[config.mk]
export PLATFORM = sky130hd
export DESIGN_NAME = multi_channel_blink_sequencer_flat
export DESIGN_NICKNAME = d
export VERILOG_FILES = /design/src/sv/mcbs_pkg.sv /design/src/sv/mcbs_req_if.sv /design/src/sv/mcbs_rsp_if.sv /design/src/sv/mcbs_channel.sv /design/src/sv/multi_channel_blink_sequencer.sv /design/src/flat_wrapper.sv
export VERILOG_INCLUDE_DIRS = /design/src /design/src/sv
export SDC_FILE = /design/constraint.sdc
export NUM_CORES = 1
export LEC_CHECK = 0
export ABC_AREA = 1
export BUFFER_PORTS_ARGS = -buffer_cell sky130_fd_sc_hd__clkbuf_2
export CORE_MARGIN = 8
export CORE_UTILIZATION = 30
export DETAILED_ROUTE_END_ITERATION = 10
export GPL_TIMING_DRIVEN = 0
export PLACE_DENSITY = 0.43
export SLEW_MARGIN = 0
export SYNTH_ARGS = -nofsm -noshare
export SYNTH_HDL_FRONTEND = slang
export SYNTH_SLANG_ARGS = --single-unit
export TNS_END_PERCENT = 1
[constraint.sdc]
create_clock -name clock -period 2.4 [get_ports clock]
set_input_delay 0.36 -clock clock [delete_from_list [all_inputs] [get_ports clock]]
set_output_delay 0.36 -clock clock [all_outputs]
set_load 0.01 [all_outputs]
[src/sv/multi_channel_blink_sequencer_macros.svh]
// assertion helpers, sampled on clock and switched off while reset is high
`ifndef MULTI_CHANNEL_BLINK_SEQUENCER_MACROS_SVH
`define MULTI_CHANNEL_BLINK_SEQUENCER_MACROS_SVH

// condition holds at every edge
`define MCBS_ASSERT_ALWAYS(label, expr) \
   label: assert property (@(posedge clock) disable iff (reset) (expr)) \
      else $error("assertion failed");

// antecedent at one edge implies consequent at the next
`define MCBS_ASSERT_NEXT(label, ante, cons) \
   label: assert property (@(posedge clock) disable iff (reset) (ante) |=> (cons)) \
      else $error("assertion failed");

`endif

[src/sv/mcbs_pkg.sv]
package mcbs_pkg;

   localparam int CHANNELS = 8;
   localparam int OUT_W = 8;
   localparam int CHAN_W = 3;
   localparam int REP_W = 8;
   localparam int HP_W = 16;
   localparam int CSR_ADDR_W = 3;
   localparam int CSR_DATA_W = 32;

   localparam logic CMD_TICK = 1'b0;
   localparam logic CMD_START = 1'b1;

   localparam logic [CSR_ADDR_W-1:0] ADDR_ACTIVE_LOW_MASK = 3'd0;

   // per-channel command from the sequencer stage
   typedef struct packed {
      logic tick;
      logic start;
      logic initial_on;
      logic [REP_W-1:0] repeat_count;
      logic [HP_W-1:0] half_period;
   } mcbs_chan_ctrl_type;

   // per-channel state after the current transaction
   typedef struct packed {
      logic level;
      logic active;
   } mcbs_chan_status_type;

endpackage

[src/sv/mcbs_req_if.sv]
interface mcbs_req_if;
   logic valid;
   logic ready;
   logic command;
   logic [mcbs_pkg::CHAN_W-1:0] channel;
   logic initial_on;
   logic [mcbs_pkg::REP_W-1:0] repeat_count;
   logic [mcbs_pkg::HP_W-1:0] half_period;

   modport source (output valid, command, channel, initial_on, repeat_count, half_period,
                   input ready);
   modport sink (input valid, command, channel, initial_on, repeat_count, half_period,
                 output ready);
endinterface

[src/sv/mcbs_rsp_if.sv]
interface mcbs_rsp_if;
   logic valid;
   logic ready;
   logic [mcbs_pkg::OUT_W-1:0] pin_levels;
   logic [mcbs_pkg::OUT_W-1:0] active_mask;

   modport source (output valid, pin_levels, active_mask, input ready);
   modport sink (input valid, pin_levels, active_mask, output ready);
endinterface

[src/sv/mcbs_channel.sv]
`include "multi_channel_blink_sequencer_macros.svh"

module mcbs_channel (
   input  logic clock,
   input  logic reset,
   input  mcbs_pkg::mcbs_chan_ctrl_type ctrl,
   output mcbs_pkg::mcbs_chan_status_type status
);
   import mcbs_pkg::*;

   logic level_ff, level_in;
   logic next_ff, next_in;
   logic [HP_W-1:0] cnt_ff, cnt_in;
   logic [HP_W-1:0] per_ff, per_in;
   logic [REP_W-1:0] tot_ff, tot_in;
   logic [REP_W-1:0] left_ff, left_in;
   logic [HP_W-1:0] cnt_inc;
   logic [REP_W-1:0] left_dec;

   assign cnt_inc = cnt_ff + HP_W'(1);
   assign left_dec = left_ff - REP_W'(1);

   always_comb begin
      level_in = level_ff;
      next_in = next_ff;
      cnt_in = cnt_ff;
      per_in = per_ff;
      tot_in = tot_ff;
      left_in = left_ff;
      if (ctrl.start) begin
         level_in = ctrl.initial_on;
         next_in = !ctrl.initial_on;
         cnt_in = '0;
         per_in = ctrl.half_period;
         tot_in = ctrl.repeat_count;
         left_in = ctrl.repeat_count;
      end else if (ctrl.tick && (per_ff != '0)) begin
         if (cnt_inc != per_ff) begin
            cnt_in = cnt_inc;
         end else begin
            cnt_in = '0;
            if (next_ff) begin
               level_in = 1'b1;
               next_in = 1'b0;
            end else begin
               level_in = 1'b0;
               next_in = 1'b1;
               // off edge spends one blink unless the pattern is endless
               if (tot_ff != '0) begin
                  left_in = left_dec;
                  if (left_dec == '0) begin
                     tot_in = '0;
                     per_in = '0;
                  end
               end
            end
         end
      end
   end

   always_ff @(posedge clock) begin
      if (reset) begin
         level_ff <= 1'b0;
         next_ff <= 1'b0;
         cnt_ff <= '0;
         per_ff <= '0;
         tot_ff <= '0;
         left_ff <= '0;
      end else begin
         level_ff <= level_in;
         next_ff <= next_in;
         cnt_ff <= cnt_in;
         per_ff <= per_in;
         tot_ff <= tot_in;
         left_ff <= left_in;
      end
   end

   assign status.level = level_in;
   assign status.active = (per_in != '0);

   `MCBS_ASSERT_ALWAYS(a_count_below_period, (per_ff == '0) || (cnt_ff < per_ff))
   `MCBS_ASSERT_ALWAYS(a_finite_has_repeats, (tot_ff == '0) || (left_ff != '0))
   `MCBS_ASSERT_NEXT(a_idle_holds_level, !ctrl.start && (per_ff == '0), $stable(level_ff))
endmodule

[src/sv/multi_channel_blink_sequencer.sv]
// a transaction goes from the input register to the result register, which drives rsp_chan
// throughput: one transaction per cycle while rsp_chan.ready is high
// while a finished result waits to be taken, an empty input register takes one more
// transaction and then holds req_chan.ready low
// reset (synchronous, active high): all channels idle and off, polarity mask zero,
// both pipeline registers empty
`include "multi_channel_blink_sequencer_macros.svh"

module multi_channel_blink_sequencer (
   input  logic clock,
   input  logic reset,
   mcbs_req_if.sink req_chan,
   mcbs_rsp_if.source rsp_chan,
   input  logic csr_psel,
   input  logic csr_penable,
   input  logic csr_pwrite,
   input  logic [mcbs_pkg::CSR_ADDR_W-1:0] csr_paddr,
   input  logic [mcbs_pkg::CSR_DATA_W-1:0] csr_pwdata,
   output logic [mcbs_pkg::CSR_DATA_W-1:0] csr_prdata,
   output logic csr_pready
);
   import mcbs_pkg::*;

   // polarity register
   logic [OUT_W-1:0] mask_ff, mask_in;

   // input register
   logic in_valid_ff, in_valid_in;
   logic in_command_ff;
   logic [CHAN_W-1:0] in_channel_ff;
   logic in_initial_on_ff;
   logic [REP_W-1:0] in_repeat_ff;
   logic [HP_W-1:0] in_half_ff;

   // result register
   logic rsp_valid_ff, rsp_valid_in;
   logic [OUT_W-1:0] pin_ff, pin_in;
   logic [OUT_W-1:0] act_ff, act_in;

   logic req_fire;
   logic advance;
   logic stage_fire;
   logic csr_write;
   logic rsp_stall;

   mcbs_chan_ctrl_type ctrl [CHANNELS];
   mcbs_chan_status_type status [CHANNELS];
   logic [OUT_W-1:0] levels;

   // ---------------------------------------------------------------
   // configuration port: csr_pready is tied high
   // ---------------------------------------------------------------
   assign csr_pready = 1'b1;
   assign csr_write = csr_psel && csr_penable && csr_pwrite;
   assign mask_in = (csr_write && (csr_paddr == ADDR_ACTIVE_LOW_MASK))
                    ? csr_pwdata[OUT_W-1:0] : mask_ff;
   assign csr_prdata = (csr_paddr == ADDR_ACTIVE_LOW_MASK)
                       ? {{(CSR_DATA_W-OUT_W){1'b0}}, mask_ff} : '0;

   // ---------------------------------------------------------------
   // handshake: the stage moves on when the result register is free or draining
   // ---------------------------------------------------------------
   assign advance = !rsp_valid_ff || rsp_chan.ready;
   assign stage_fire = in_valid_ff && advance;
   assign req_chan.ready = !in_valid_ff || advance;
   assign req_fire = req_chan.valid && req_chan.ready;
   assign rsp_stall = rsp_valid_ff && !rsp_chan.ready;

   always_comb begin
      in_valid_in = in_valid_ff;
      if (req_fire) begin
         in_valid_in = 1'b1;
      end else if (stage_fire) begin
         in_valid_in = 1'b0;
      end
   end

   always_comb begin
      rsp_valid_in = rsp_valid_ff;
      if (stage_fire) begin
         rsp_valid_in = 1'b1;
      end else if (rsp_chan.ready) begin
         rsp_valid_in = 1'b0;
      end
   end

   // ---------------------------------------------------------------
   // channel bank: a tick reaches every channel, a start only the addressed one;
   // a start for a channel beyond the bank matches nothing and is dropped
   // ---------------------------------------------------------------
   for (genvar g = 0; g < CHANNELS; g++) begin : g_chan
      assign ctrl[g].tick = stage_fire && (in_command_ff == CMD_TICK);
      assign ctrl[g].start = stage_fire && (in_command_ff == CMD_START)
                             && (6'(in_channel_ff) == 6'(g));
      assign ctrl[g].initial_on = in_initial_on_ff;
      assign ctrl[g].repeat_count = in_repeat_ff;
      assign ctrl[g].half_period = in_half_ff;

      mcbs_channel u_channel (
         .clock  (clock),
         .reset  (reset),
         .ctrl   (ctrl[g]),
         .status (status[g])
      );
   end

   // channel g drives bit g of the result fields; with OUT_W equal to CHANNELS, every channel shows
   for (genvar g = 0; g < OUT_W; g++) begin : g_out
      if (g < CHANNELS) begin : g_used
         assign levels[g] = status[g].level;
         assign act_in[g] = status[g].active;
      end else begin : g_unused
         assign levels[g] = 1'b0;
         assign act_in[g] = 1'b0;
      end
   end

   assign pin_in = levels ^ mask_ff;

   // ---------------------------------------------------------------
   // registers
   // ---------------------------------------------------------------
   always_ff @(posedge clock) begin
      if (reset) begin
         mask_ff <= '0;
         in_valid_ff <= 1'b0;
         rsp_valid_ff <= 1'b0;
      end else begin
         mask_ff <= mask_in;
         in_valid_ff <= in_valid_in;
         rsp_valid_ff <= rsp_valid_in;
      end
   end

   // payload, no reset needed
   always_ff @(posedge clock) begin
      if (req_fire) begin
         in_command_ff <= req_chan.command;
         in_channel_ff <= req_chan.channel;
         in_initial_on_ff <= req_chan.initial_on;
         in_repeat_ff <= req_chan.repeat_count;
         in_half_ff <= req_chan.half_period;
      end
      if (stage_fire) begin
         pin_ff <= pin_in;
         act_ff <= act_in;
      end
   end

   assign rsp_chan.valid = rsp_valid_ff;
   assign rsp_chan.pin_levels = pin_ff;
   assign rsp_chan.active_mask = act_ff;

   // a full stage behind a stalled result must not take another transaction
   `MCBS_ASSERT_ALWAYS(a_no_overrun, !(in_valid_ff && rsp_stall) || !req_chan.ready)
   // every transaction through the stage leaves a result behind
   `MCBS_ASSERT_NEXT(a_stage_to_result, stage_fire, rsp_valid_ff)
   // a stalled result keeps its fields
   `MCBS_ASSERT_NEXT(a_result_held, rsp_stall, $stable(pin_ff) && $stable(act_ff))
endmodule

[src/flat_wrapper.sv]
// flat-port wrapper written by rule: the top's interface ports become plain ports
module multi_channel_blink_sequencer_flat import mcbs_pkg::*;
  (clock, reset, csr_psel, csr_penable, csr_pwrite, csr_paddr, csr_pwdata, csr_prdata, csr_pready, req_chan_valid, req_chan_command, req_chan_channel, req_chan_initial_on, req_chan_repeat_count, req_chan_half_period, req_chan_ready, rsp_chan_valid, rsp_chan_pin_levels, rsp_chan_active_mask, rsp_chan_ready);
  mcbs_req_if req_chan_i ();
  mcbs_rsp_if rsp_chan_i ();
  input  logic clock;
  input  logic reset;
  input  logic csr_psel;
  input  logic csr_penable;
  input  logic csr_pwrite;
  input  logic [mcbs_pkg::CSR_ADDR_W-1:0] csr_paddr;
  input  logic [mcbs_pkg::CSR_DATA_W-1:0] csr_pwdata;
  output logic [mcbs_pkg::CSR_DATA_W-1:0] csr_prdata;
  output logic csr_pready;
  input wire logic [$bits(req_chan_i.valid)-1:0] req_chan_valid;
  input wire logic [$bits(req_chan_i.command)-1:0] req_chan_command;
  input wire logic [$bits(req_chan_i.channel)-1:0] req_chan_channel;
  input wire logic [$bits(req_chan_i.initial_on)-1:0] req_chan_initial_on;
  input wire logic [$bits(req_chan_i.repeat_count)-1:0] req_chan_repeat_count;
  input wire logic [$bits(req_chan_i.half_period)-1:0] req_chan_half_period;
  output wire logic [$bits(req_chan_i.ready)-1:0] req_chan_ready;
  output wire logic [$bits(rsp_chan_i.valid)-1:0] rsp_chan_valid;
  output wire logic [$bits(rsp_chan_i.pin_levels)-1:0] rsp_chan_pin_levels;
  output wire logic [$bits(rsp_chan_i.active_mask)-1:0] rsp_chan_active_mask;
  input wire logic [$bits(rsp_chan_i.ready)-1:0] rsp_chan_ready;
  assign req_chan_i.valid = req_chan_valid;
  assign req_chan_i.command = req_chan_command;
  assign req_chan_i.channel = req_chan_channel;
  assign req_chan_i.initial_on = req_chan_initial_on;
  assign req_chan_i.repeat_count = req_chan_repeat_count;
  assign req_chan_i.half_period = req_chan_half_period;
  assign req_chan_ready = req_chan_i.ready;
  assign rsp_chan_valid = rsp_chan_i.valid;
  assign rsp_chan_pin_levels = rsp_chan_i.pin_levels;
  assign rsp_chan_active_mask = rsp_chan_i.active_mask;
  assign rsp_chan_i.ready = rsp_chan_ready;
  multi_channel_blink_sequencer u_core (.clock(clock), .reset(reset), .req_chan(req_chan_i), .rsp_chan(rsp_chan_i), .csr_psel(csr_psel), .csr_penable(csr_penable), .csr_pwrite(csr_pwrite), .csr_paddr(csr_paddr), .csr_pwdata(csr_pwdata), .csr_prdata(csr_prdata), .csr_pready(csr_pready));
endmodule
==> results.md, run 1 <==
* Status: finished, violations left
* Failing checks: setup timing
* Post-Syn Instances at a little over 4000
* Fin. max-slew vios at 0
* Min Clock Period, post-route at about 2.7 ns
* Number of H-tree levels at 2
* Placed cells at approximately 5300
* TritonCTS clock tree: built
* Yosys cell types at 50
* Final #Nets at 4435
* Period utilisation layout at 1.14
* GRT Residual Overflow at 0
* Clock Path Buffers at 3
* Vias/cell at ~4.7
* Initial Util at 0.302
* Die Y at ~310 um
* Yosys reg bits at about 460
* Critical path data arrival time at 3.09 ns
* Site Rows at about 110
* Final Hold Viols at 0
* Root buf cell: clkbuf_16
* Crit path kind: reg2reg
* Crit-path max FO at 5
* RSZ-0062 raised after global routing: yes
* Int Power at 13.3 mW
* Ratio of cells with drive above 1 in the final layout at 0.142
* Pwr Density at ~560 nW/um2
* Detail Route Antenna Nets at 0
* Worst Path Required at around 2.8 ns
* Post-synth EDFFs at 45
* DP Wirelength at a little under 70 mm
* Clock-pin slew on the worst setup and hold paths at 0.06 ns
* Worst slew margin at 0.0172
* Most frequent cells in the layout: nand2_1, nor2_1, inv_1
* Fin cells at between 5000 and 6000
* Worst-skew pair later-pin latency at 0.64 ns
* Largest net degree at the start of global routing at 18
* Synthesized cell area at about 26000 um2
* Leakage at about 13 nW
* Synth-to-layout area growth at 23.5%
* Max incr delay on CP at 0.37 ns
* Maximum VDD drop at 487 uV
* FMAX at about 370 MHz
* Slowest cell on crit path: dfxtp_4
* Total Routing Usage GR at 0.189
* Die area at slightly below 100000 um2
* GPL Wtd Cong at ~0.85
* Min-Delay Startpoint: csr_pwdata[1]
* Num CTS Buffers at 57
* Port-buffer cells at 71
* Total power at about 18 mW
* Setup TNS at -5.68 ns
* Via Count at ~26000
* Commonest non-fill, non-tap cell in the layout: nand2_1
* Drt first-iter violations at about 1800
* Syn. warnings at 0
* Register area at approximately 9700 um2
* Async SR Flop Fraction at 0
* Startpoint types: register
* First-pass GRT wire length at 145 mm
* Skew final at around 0.025 ns
* Top-Level Pins at about 120
* Net Sw Power at between 4 and 5 mW
* Critical Path End Type: register
* Ys flop type: dfxtp_1
* Vias in the first global route at ~25000
* Util after Layout at 0.373
* Min setup slack post-route at -0.328 ns
* Buffering stage count on the worst path with inverters included at 1
* Sequential power share at 0.438
* Critical Path Source: u_core.g_chan[6].u_channel.cnt_ff[0]$_SDFFE_PP0P_
* Switch share at 0.262
* Final wirelength at ~95 mm
* Slew @ Worst Pin at ~1.5 ns
* Seq/Total Area, Yosys at 0.366
* R2R Path Start: u_core.g_chan[6].u_channel.cnt_ff[0]$_SDFFE_PP0P_
* # DRC at 0
* Routed len/inst at about 17 um
* Fill cells at around 9500
* Worst min path class: in2reg
* Gate power share at 0.075
* Synth Area per Inst at 6.40 um2
* Clock tree sinks at about 460
* Max-capacitance violation count at 0
* Multi-input gate area at 15100 um2
* Cell family with most CP delay: simple AND/OR/NAND/NOR gates
* Die width at about 310 um
* Crit path cell chain: ha_4 -> nand2_4 -> nor2_4 -> nand2_4 -> nor2_4 -> xor2_2 -> nand2_1 -> nand2_2 -> nand2_2 -> nor2_4 -> nand3_4 -> buf_8 -> nand2_4 -> nand2_2 -> nor2_2 -> nand2_1 -> nor2_1 -> nand2_1
* CORE AREA at between 80000 and 90000 um2
* Setup Viol. Count Final at 53
* Initial antenna violation count at 4
* DRT Pass-1 Iters at 6
* Power share of the clock group at 0.487
sequential cells by signal, indices dropped and copies added, names as in the netlist:
register / flops
u_core.g_chan.u_channel.level_ff: 8
u_core.rsp_chan.pin_levels: 8
u_core.mask_ff: 8
u_core.g_chan.u_channel.tot_ff: 64
u_core.in_repeat_ff: 8
u_core.g_chan.u_channel.per_ff: 128
u_core.in_valid_ff: 1
u_core.in_initial_on_ff: 1
u_core.in_command_ff: 1
u_core.in_channel_ff: 3
u_core.in_half_ff: 16
u_core.g_chan.u_channel.next_ff: 8
u_core.g_chan.u_channel.left_ff: 64
u_core.rsp_chan.active_mask: 8
u_core.g_chan.u_channel.cnt_ff: 128
u_core.rsp_chan.valid: 1
worst min-delay path, cell delays in order:
cell and delay (ns):
clkbuf_2 0.07, o21ai_0 0.09, a21oi_1 0.12
stage by stage:
stage          worst slack (ns)  cell area, um2  hold slack [ns]
3_5_place_dp              -1.47           28000            0.470
3_3_place_gp              -1.56           28000            0.467
4_1_cts                  -0.318           31600          0.00673
5_1_grt                  -0.481           32200           0.0596
2_1_floorplan          -0.00869           26200            0.450
6_report                 -0.328           32200           0.0529
per-layer routing:
metal  global-route usage  wire, um  vias up
met5                    0         0        -
met1                0.268     46500    12000
li1                     -         -    13600
met4               0.0509      2350        0
met2                0.300     41700      490
met3               0.0246      4490      117
what timing repair did:
| action | CTS | global route |
|---|---|---|
| setup buffers | 59 | 12 |
| pin swaps | 61 | 71 |
| gates resized for setup | 240 | 177 |
| cloned | 3 | 0 |
| hold endpoints to repair | 35 | 0 |
| hold buffers | 35 | 0 |
| setup endpoints to repair | 416 | 340 |
worst paths after layout:
check                                                                         end  slack [ns]  cells after the start
worst min-delay path                               u_core.mask_ff[1]$_SDFFE_PP0P_        0.05                      3
worst max-delay path                     u_core.rsp_chan.active_mask[6]$_DFFE_PP_       -0.33                     18
worst max register to register           u_core.rsp_chan.active_mask[6]$_DFFE_PP_       -0.33                     18
worst min register to register  u_core.g_chan[5].u_channel.tot_ff[1]$_SDFFE_PP0P_        0.47                      2
cell type report:
cell class	instances	share of cell area
clock buffers	81	0.0490
flip-flops and latches	455	0.300
plain buffers	161	0.0295
repair buffers	181	0.0442
well taps	1155	0.0448
multi-input cells	3031	0.470
inverters	453	0.0535
diodes	2	0.000155
clock inverters	26	0.00920
synth_stat cells (10+ instances only):
master	instances	area [um2]
o21ai_1	10	50.1
buf_4	28	210
a31oi_1	39	244
nor2_2	17	106
xor2_1	51	447
a21oi_1	268	1340
buf_2	17	85.1
nor3_1	30	150
nand3_1	357	1790
nand2_1	1188	4460
dfxtp_1	410	8210
clkinv_1	13	48.8
ha_1	24	300
clkbuf_1	93	349
o21ai_0	31	155
nor2_1	699	2620
buf_1	16	60.1
inv_1	430	1610
nand4_1	55	344
nor2_4	19	214
a211oi_1	115	863
xnor2_1	28	245
inv_2	10	37.5
edfxtp_1	45	1350
nand2_2	17	106
cells by family (layout without fill, tap and decap cells):
logic type / count (synthesis) / count (layout) / synth area share
AND/OR/NAND/NOR: 2422 / 2422 / 0.388
buffers and inverters: 615 / 902 / 0.0956
AO/OA/AOI/OAI: 474 / 474 / 0.106
flip-flops: 455 / 455 / 0.366
XOR/XNOR: 86 / 86 / 0.0323
adder cells (fa/ha/maj): 24 / 24 / 0.0115
other: 2 / 27 / 0.000288
power groups by stage:
stage	sequential (mW)	combinational [mW]	clock [mW]
final	7.92	1.36	8.79
after detailed placement	8.09	1.20	0
after global placement	8.10	1.19	0
after global routing	7.93	1.48	9.33
after floorplan	8.05	0.694	0
after CTS	7.92	1.34	9.04
Note: power is estimated with default switching activity, not from simulation.
==> inputs of run 2 (changes only) <==
- CELL_PAD_IN_SITES_DETAIL_PLACEMENT: unset -> 0
- CELL_PAD_IN_SITES_GLOBAL_PLACEMENT: unset -> 2
- CORE_ASPECT_RATIO: unset -> 1.25
- PLACE_DENSITY: 0.43 -> 0.71
==> results.md, run 2 (same netlist as run 1, synthesis figures left out) <==
* Total Routing Usage GR at 0.204
* DP Area at between 20000 and 30000 um2
* Die area at around 97000 um2
* Fill cells at between 9000 and 10000
* Maximum VDD drop at approximately 630 uV
* Reg2Reg Depth at 20
* Power share of the clock group at 0.498
* Port-buffer cells at 71
* Clock-pin slew on the worst setup and hold paths at around 0.06 ns
* Die Y at around 350 um
* Worst-skew pair later-pin latency at roughly 0.63 ns
* Clock Path Buffers at 3
* Register area at 9680 um2
* Final instance area at 32800 um2
* Initial Util at 0.301
* Min-Delay Startpoint: csr_pwdata[2]
* Status: finished, violations left
* DP Wirelength at between 70 and 80 mm
* Clock tree sinks at around 460
* TritonCTS clock tree: built
* Num CTS Buffers at 54
* Drt first-iter violations at approximately 1400
* Total power at approximately 19 mW
* Leakage at approximately 14 nW
* Die width at about 280 um
* Fin. max-slew vios at 0
* Pwr Density at about 570 nW/um2
* Top-Level Pins at 122
* R2R Setup Slk at -0.37 ns
* Initial antenna violation count at 2
* Min setup slack post-route at -0.371 ns
* First-pass GRT wire length at 154 mm
* Root buf cell: clkbuf_16
* Largest net degree at the start of global routing at 30
* Vias in the first global route at 26300
* Most frequent cells in the layout: nand2_1, nor2_1, inv_1
* Site Rows at ~120
* Gate power share at 0.076
* Synth-to-layout area growth at 25.5%
* Critical path data arrival time at around 3.3 ns
* Max-capacitance violation count at 0
* RSZ-0062 raised after global routing: yes
* R2R Path Start: u_core.rsp_chan.valid$_SDFFE_PP0P_
* Startpoint types: register
* Final wirelength at 101 mm
* Switch share at 0.256
* CORE AREA at between 80000 and 90000 um2
* Setup Viol. Count Final at 51
* DRT Pass-1 Iters at 5
* Ratio of cells with drive above 1 in the final layout at 0.159
* Failing checks: setup timing
* Worst Hold End: u_core.mask_ff[2]$_SDFFE_PP0P_
* Worst slew margin at 0.0307
* Setup TNS at -5.64 ns
* Biggest regs: u_core.g_chan.u_channel.cnt_ff x128, u_core.g_chan.u_channel.per_ff x128
* Min Clock Period, post-route at roughly 2.8 ns
* Crit path kind: reg2reg
* Worst min path class: in2reg
* FF-to-FF End: u_core.rsp_chan.valid$_SDFFE_PP0P_
* Int Power at around 14 mW
* Net Sw Power at ~4.8 mW
* Hold Crit Depth at 3
* Worst Path Required at 2.94 ns
* Number of H-tree levels at 2
* # DRC at 0
* GRT Residual Overflow at 0
* Sequential power share at 0.426
* Critical Path End Type: register
* Final #Nets at 4452
* FMAX at 361 MHz
* Vias/cell at around 4.7
* Skew final at 0.0236 ns
* Period utilisation layout at 1.15
* Multi-input gate area at around 15000 um2
* Final Hold Viols at 0
* Routed len/inst at roughly 18 um
* GPL Wtd Cong at 0.819
* Commonest non-fill, non-tap cell in the layout: nand2_1
* Via Count at 26300
* Detail Route Antenna Nets at 0
* Crit-path max FO at 2
* Slew @ Worst Pin at approximately 1.5 ns
## run 2: changes by cell type in the layout (fill, tap and decap cells not counted), sizes merged
| cell | change |
|---|---|
| diode | -1 |
| clkinvlp | +4 |
| clkbuf | -14 |
| buf | +22 |
| dlygate4sd3 | -2 |
| inv | -1 |
| clkinv | -1 |
| bufinv | +6 |
## run 2: routing by layer
metal / vias up / GRT usage / wire (um)
met5: - / 0 / 0
met4: 0 / 0.0406 / 1830
met3: 97 / 0.0242 / 3570
met2: 425 / 0.371 / 50700
met1: 12200 / 0.256 / 44800
li1: 13600 / - / -
## run 2: worst max-delay path: stages (launching register included)
cell and delay (ns):
dfxtp_2 0.35, nand2_4 0.06, buf_4 0.13, buf_4 0.12, buf_4 0.12, buf_4 0.12, buf_4 0.13, buf_6 0.10
buf_4 0.12, buf_4 0.12, buf_4 0.12, buf_4 0.12, buf_4 0.12, buf_4 0.12, buf_4 0.12, buf_4 0.12
buf_4 0.12, buf_4 0.12, buf_4 0.13, buf_4 0.13, a21oi_2 0.11
## run 2: cell type report
class | instances | share of cell area
multi-input cells | 3031 | 0.467
clock buffers | 67 | 0.0453
inverters | 453 | 0.0531
repair buffers | 200 | 0.0495
diodes | 1 | 0.0000764
clock inverters | 34 | 0.0142
plain buffers | 162 | 0.0308
flip-flops and latches | 455 | 0.295
well taps | 1168 | 0.0446
## run 2: worst max path at each step
stage | endpoint | start | slack, ns
finish | u_core.rsp_chan.valid$_SDFFE_PP0P_ | u_core.rsp_chan.valid$_SDFFE_PP0P_ | -0.37
global route | u_core.rsp_chan.active_mask[3]$_DFFE_PP_ | u_core.g_chan[3].u_channel.cnt_ff[0]$_SDFFE_PP0P_ | -0.54
CTS | u_core.rsp_chan.active_mask[7]$_DFFE_PP_ | u_core.rsp_chan.valid$_SDFFE_PP0P_ | -0.42
detailed placement | u_core.rsp_chan.active_mask[3]$_DFFE_PP_ | rsp_chan_ready | -1.49
global placement | u_core.rsp_chan.active_mask[3]$_DFFE_PP_ | rsp_chan_ready | -1.50
floorplan | u_core.rsp_chan.active_mask[7]$_DFFE_PP_ | u_core.g_chan[7].u_channel.cnt_ff[0]$_SDFFE_PP0P_ | -0.009
## run 2: through the flow
stage	util	setup WS (ns)	instances	hold WS, ns
2_1_floorplan	-	-0.00869	4101	0.450
3_3_place_gp	0.324	-1.50	5340	0.465
3_5_place_dp	0.324	-1.49	5342	0.469
4_1_cts	0.368	-0.419	5549	0.00237
5_1_grt	0.378	-0.538	5570	0.0484
6_report	0.378	-0.371	5571	0.0496
## run 2: what timing repair did
action / 4_1_cts / 5_1_grt
gates resized for setup: 276 / 220
gates cloned: 2 / 2
setup endpoints to repair: 416 / 381
hold buffers: 33 / 0
buffers inserted: 71 / 20
hold endpoints to repair: 33 / 0
pin swaps: 54 / 88
## run 2: power groups by stage
stage | combinational [mW] | sequential, mW | clock, mW
global route | 1.53 | 7.92 | 9.82
CTS | 1.38 | 7.92 | 9.52
floorplan | 0.694 | 8.05 | 0
finish | 1.40 | 7.91 | 9.25
global placement | 1.21 | 8.09 | 0
detailed placement | 1.22 | 8.09 | 0
==> inputs of run 3 (changes only) <==
--- a/config.mk
+++ b/config.mk
@@ -11,5 +11,5 @@
 export CELL_PAD_IN_SITES_DETAIL_PLACEMENT = 0
 export CELL_PAD_IN_SITES_GLOBAL_PLACEMENT = 2
-export CORE_ASPECT_RATIO = 1.25
+export CORE_ASPECT_RATIO = 1.75
 export CORE_MARGIN = 8
 export CORE_UTILIZATION = 30
==> constraint.sdc (replaced) <==
create_clock -name clock -period 2.4 [get_ports clock]
set_input_delay 0.36 -clock clock [delete_from_list [all_inputs] [get_ports clock]]
set_output_delay 0.36 -clock clock [all_outputs]
set_load 0.02 [all_outputs]
==> results.md, run 3 (same netlist as run 1, synthesis figures left out) <==
* Reg2Reg Depth at 19
* GRT Residual Overflow at 0
* Worst path most repeated cell: nand2_1
* Num CTS Buffers at slightly above 50
* Worst min path class: in2reg
* Commonest non-fill, non-tap cell in the layout: nand2_1
* Die width at around 240 um
* Pwr Density at approximately 550 nW/um2
* Util after Layout at 0.375
* Via Count at 26100
* RSZ-0062 raised after global routing: yes
* Max-capacitance violation count at 0
* Port-buffer cells at between 70 and 80
* Detail Route Antenna Nets at 0
* DP Wirelength at between 70 and 80 mm
* Diode count at 0
* Clock-pin slew on the worst setup and hold paths at about 0.06 ns
* Worst Path Required at roughly 2.8 ns
* Crit path cell chain: nand2_4 -> nand2_4 -> nor2_4 -> buf_12 -> clkinvlp_4 -> buf_6 -> a21oi_4 -> nand3_1 -> nor2_2 -> nand3_2 -> nor2_4 -> nand3_4 -> buf_6 -> nand2_1 -> nand2_1 -> nor2_1 -> nand2_1 -> nor2_2 -> nand2_2
* Status: finished, violations left
* Worst-skew pair later-pin latency at roughly 0.63 ns
* Min Clock Period, post-route at roughly 2.8 ns
* Routed len/inst at roughly 19 um
* Final wirelength at roughly 100 mm
* Maximum VDD drop at around 540 uV
* Placed cells at around 5300
* CORE AREA at 86600 um2
* Top-Level Pins at 122
* Final instance area at between 30000 and 40000 um2
* Post-place setup slack at -1.82 ns
* DRT Pass-1 Iters at 5
* Initial Util at 0.301
* Final #Nets at ~4400
* GPL Wtd Cong at 0.830
* Leakage at 13.4 nW
* # DRC at 0
* WHS at 0.0958 ns
* Critical path data arrival time at 3.17 ns
* Biggest regs: u_core.g_chan.u_channel.cnt_ff x128, u_core.g_chan.u_channel.per_ff x128
* Skew final at roughly 0.025 ns
* Startpoint types: register
* Site Rows at 143
* Fin cells at 5549
* TritonCTS clock tree: built
* Max incr delay on CP at roughly 0.34 ns
* Vias/cell at ~4.7
* Total Routing Usage GR at 0.209
* Crit-path max FO at 4
* FMAX at 356 MHz
* Setup TNS at -5.91 ns
* First-pass GRT wire length at ~150 mm
* Die area at 97100 um2
* DP Area at about 28000 um2
* Die Y at approximately 400 um
* Clock Path Buffers at 3
* Drt first-iter violations at around 1300
* Root buf cell: clkbuf_16
* Critical Path End Type: register
* Hold Crit Depth at 3
* Largest net degree at the start of global routing at 30
* Slowest cell on crit path: dfxtp_2
* Clock tree sinks at 455
* Vias in the first global route at approximately 26000
* Total power at 17.8 mW
* Slew @ Worst Pin at ~1.5 ns
* Fin. max-slew vios at 0
* Fill cells at around 9500
* Setup Viol. Count Final at between 60 and 70
* Failing checks: setup timing
* Ratio of cells with drive above 1 in the final layout at 0.154
* Most frequent cells in the layout: nand2_1, nor2_1, inv_1
* Period utilisation layout at 1.17
* Crit path kind: reg2reg
* Final Hold Viols at 0
* Worst slew margin at 0.0113
* Number of H-tree levels at 2
* Min setup slack post-route at -0.406 ns
* Initial antenna violation count at 0
* Synth-to-layout area growth at 24.4%
==> run 3: changes by cell type in the layout (fill, tap and decap cells not counted), moves of 5 or more <==
cell       change
nor2_2        -18
dfxtp_1       +14
buf_4         -13
buf_6         +13
dfxtp_2       -13
clkbuf_1      -10
clkbuf_2      +10
nor2_1        +10
nor2_4         +8
nand2_1        -7
nand2_2        +7
buf_8          -6
bufinv_16      -5
clkinv_2       +5
==> run 3: critical path: cells and delay by family (launching register included) <==
family,cells,cell delay (ns)
AO/OA/AOI/OAI,1,0.14
buffers and inverters,4,0.64
flip-flops,1,0.34
AND/OR/NAND/NOR,14,1.41
==> run 3: cell type report <==
class	instances	area, um2	area share
clock inverters	29	310	0.00956
repair buffers	196	1620	0.0500
multi-input cells	3031	15300	0.470
flip-flops and latches	455	9660	0.297
clock buffers	64	1410	0.0434
inverters	453	1750	0.0538
well taps	1160	1450	0.0447
plain buffers	161	1000	0.0309
==> run 3: power breakdown <==
group	internal (mW)	switching (mW)
combinational	0.449	0.985
clock	4.81	3.67
sequential	7.79	0.123
==> run 3: path summary, 6_finish.rpt <==
path | end | from | slack (ns)
worst max register to register | u_core.rsp_chan.active_mask[7]$_DFFE_PP_ | u_core.rsp_chan.valid$_SDFFE_PP0P_ | -0.41
worst min register to register | u_core.g_chan[1].u_channel.tot_ff[3]$_SDFFE_PP0P_ | u_core.g_chan[1].u_channel.tot_ff[3]$_SDFFE_PP0P_ | 0.48
worst min-delay path | u_core.mask_ff[5]$_SDFFE_PP0P_ | csr_pwdata[5] | 0.1
worst max-delay path | u_core.rsp_chan.active_mask[7]$_DFFE_PP_ | u_core.rsp_chan.valid$_SDFFE_PP0P_ | -0.41
==> run 3: layer usage <==
layer  track usage  vias up  share of wire
li1              -    13600              -
met1         0.221    11900           0.38
met4        0.0860        0          0.044
met3        0.0243      159          0.030
met2         0.412      434           0.54
met5             0        -              0
==> run 3: repair_timing <==
action / in CTS / in global routing
gates resized for setup: 233 / 271
hold buffers: 36 / 0
setup endpoints to repair: 418 / 392
gates cloned: 2 / 1
buffers inserted: 73 / 13
pin swaps: 56 / 75
endpoints found under the hold margin: 36 / 0
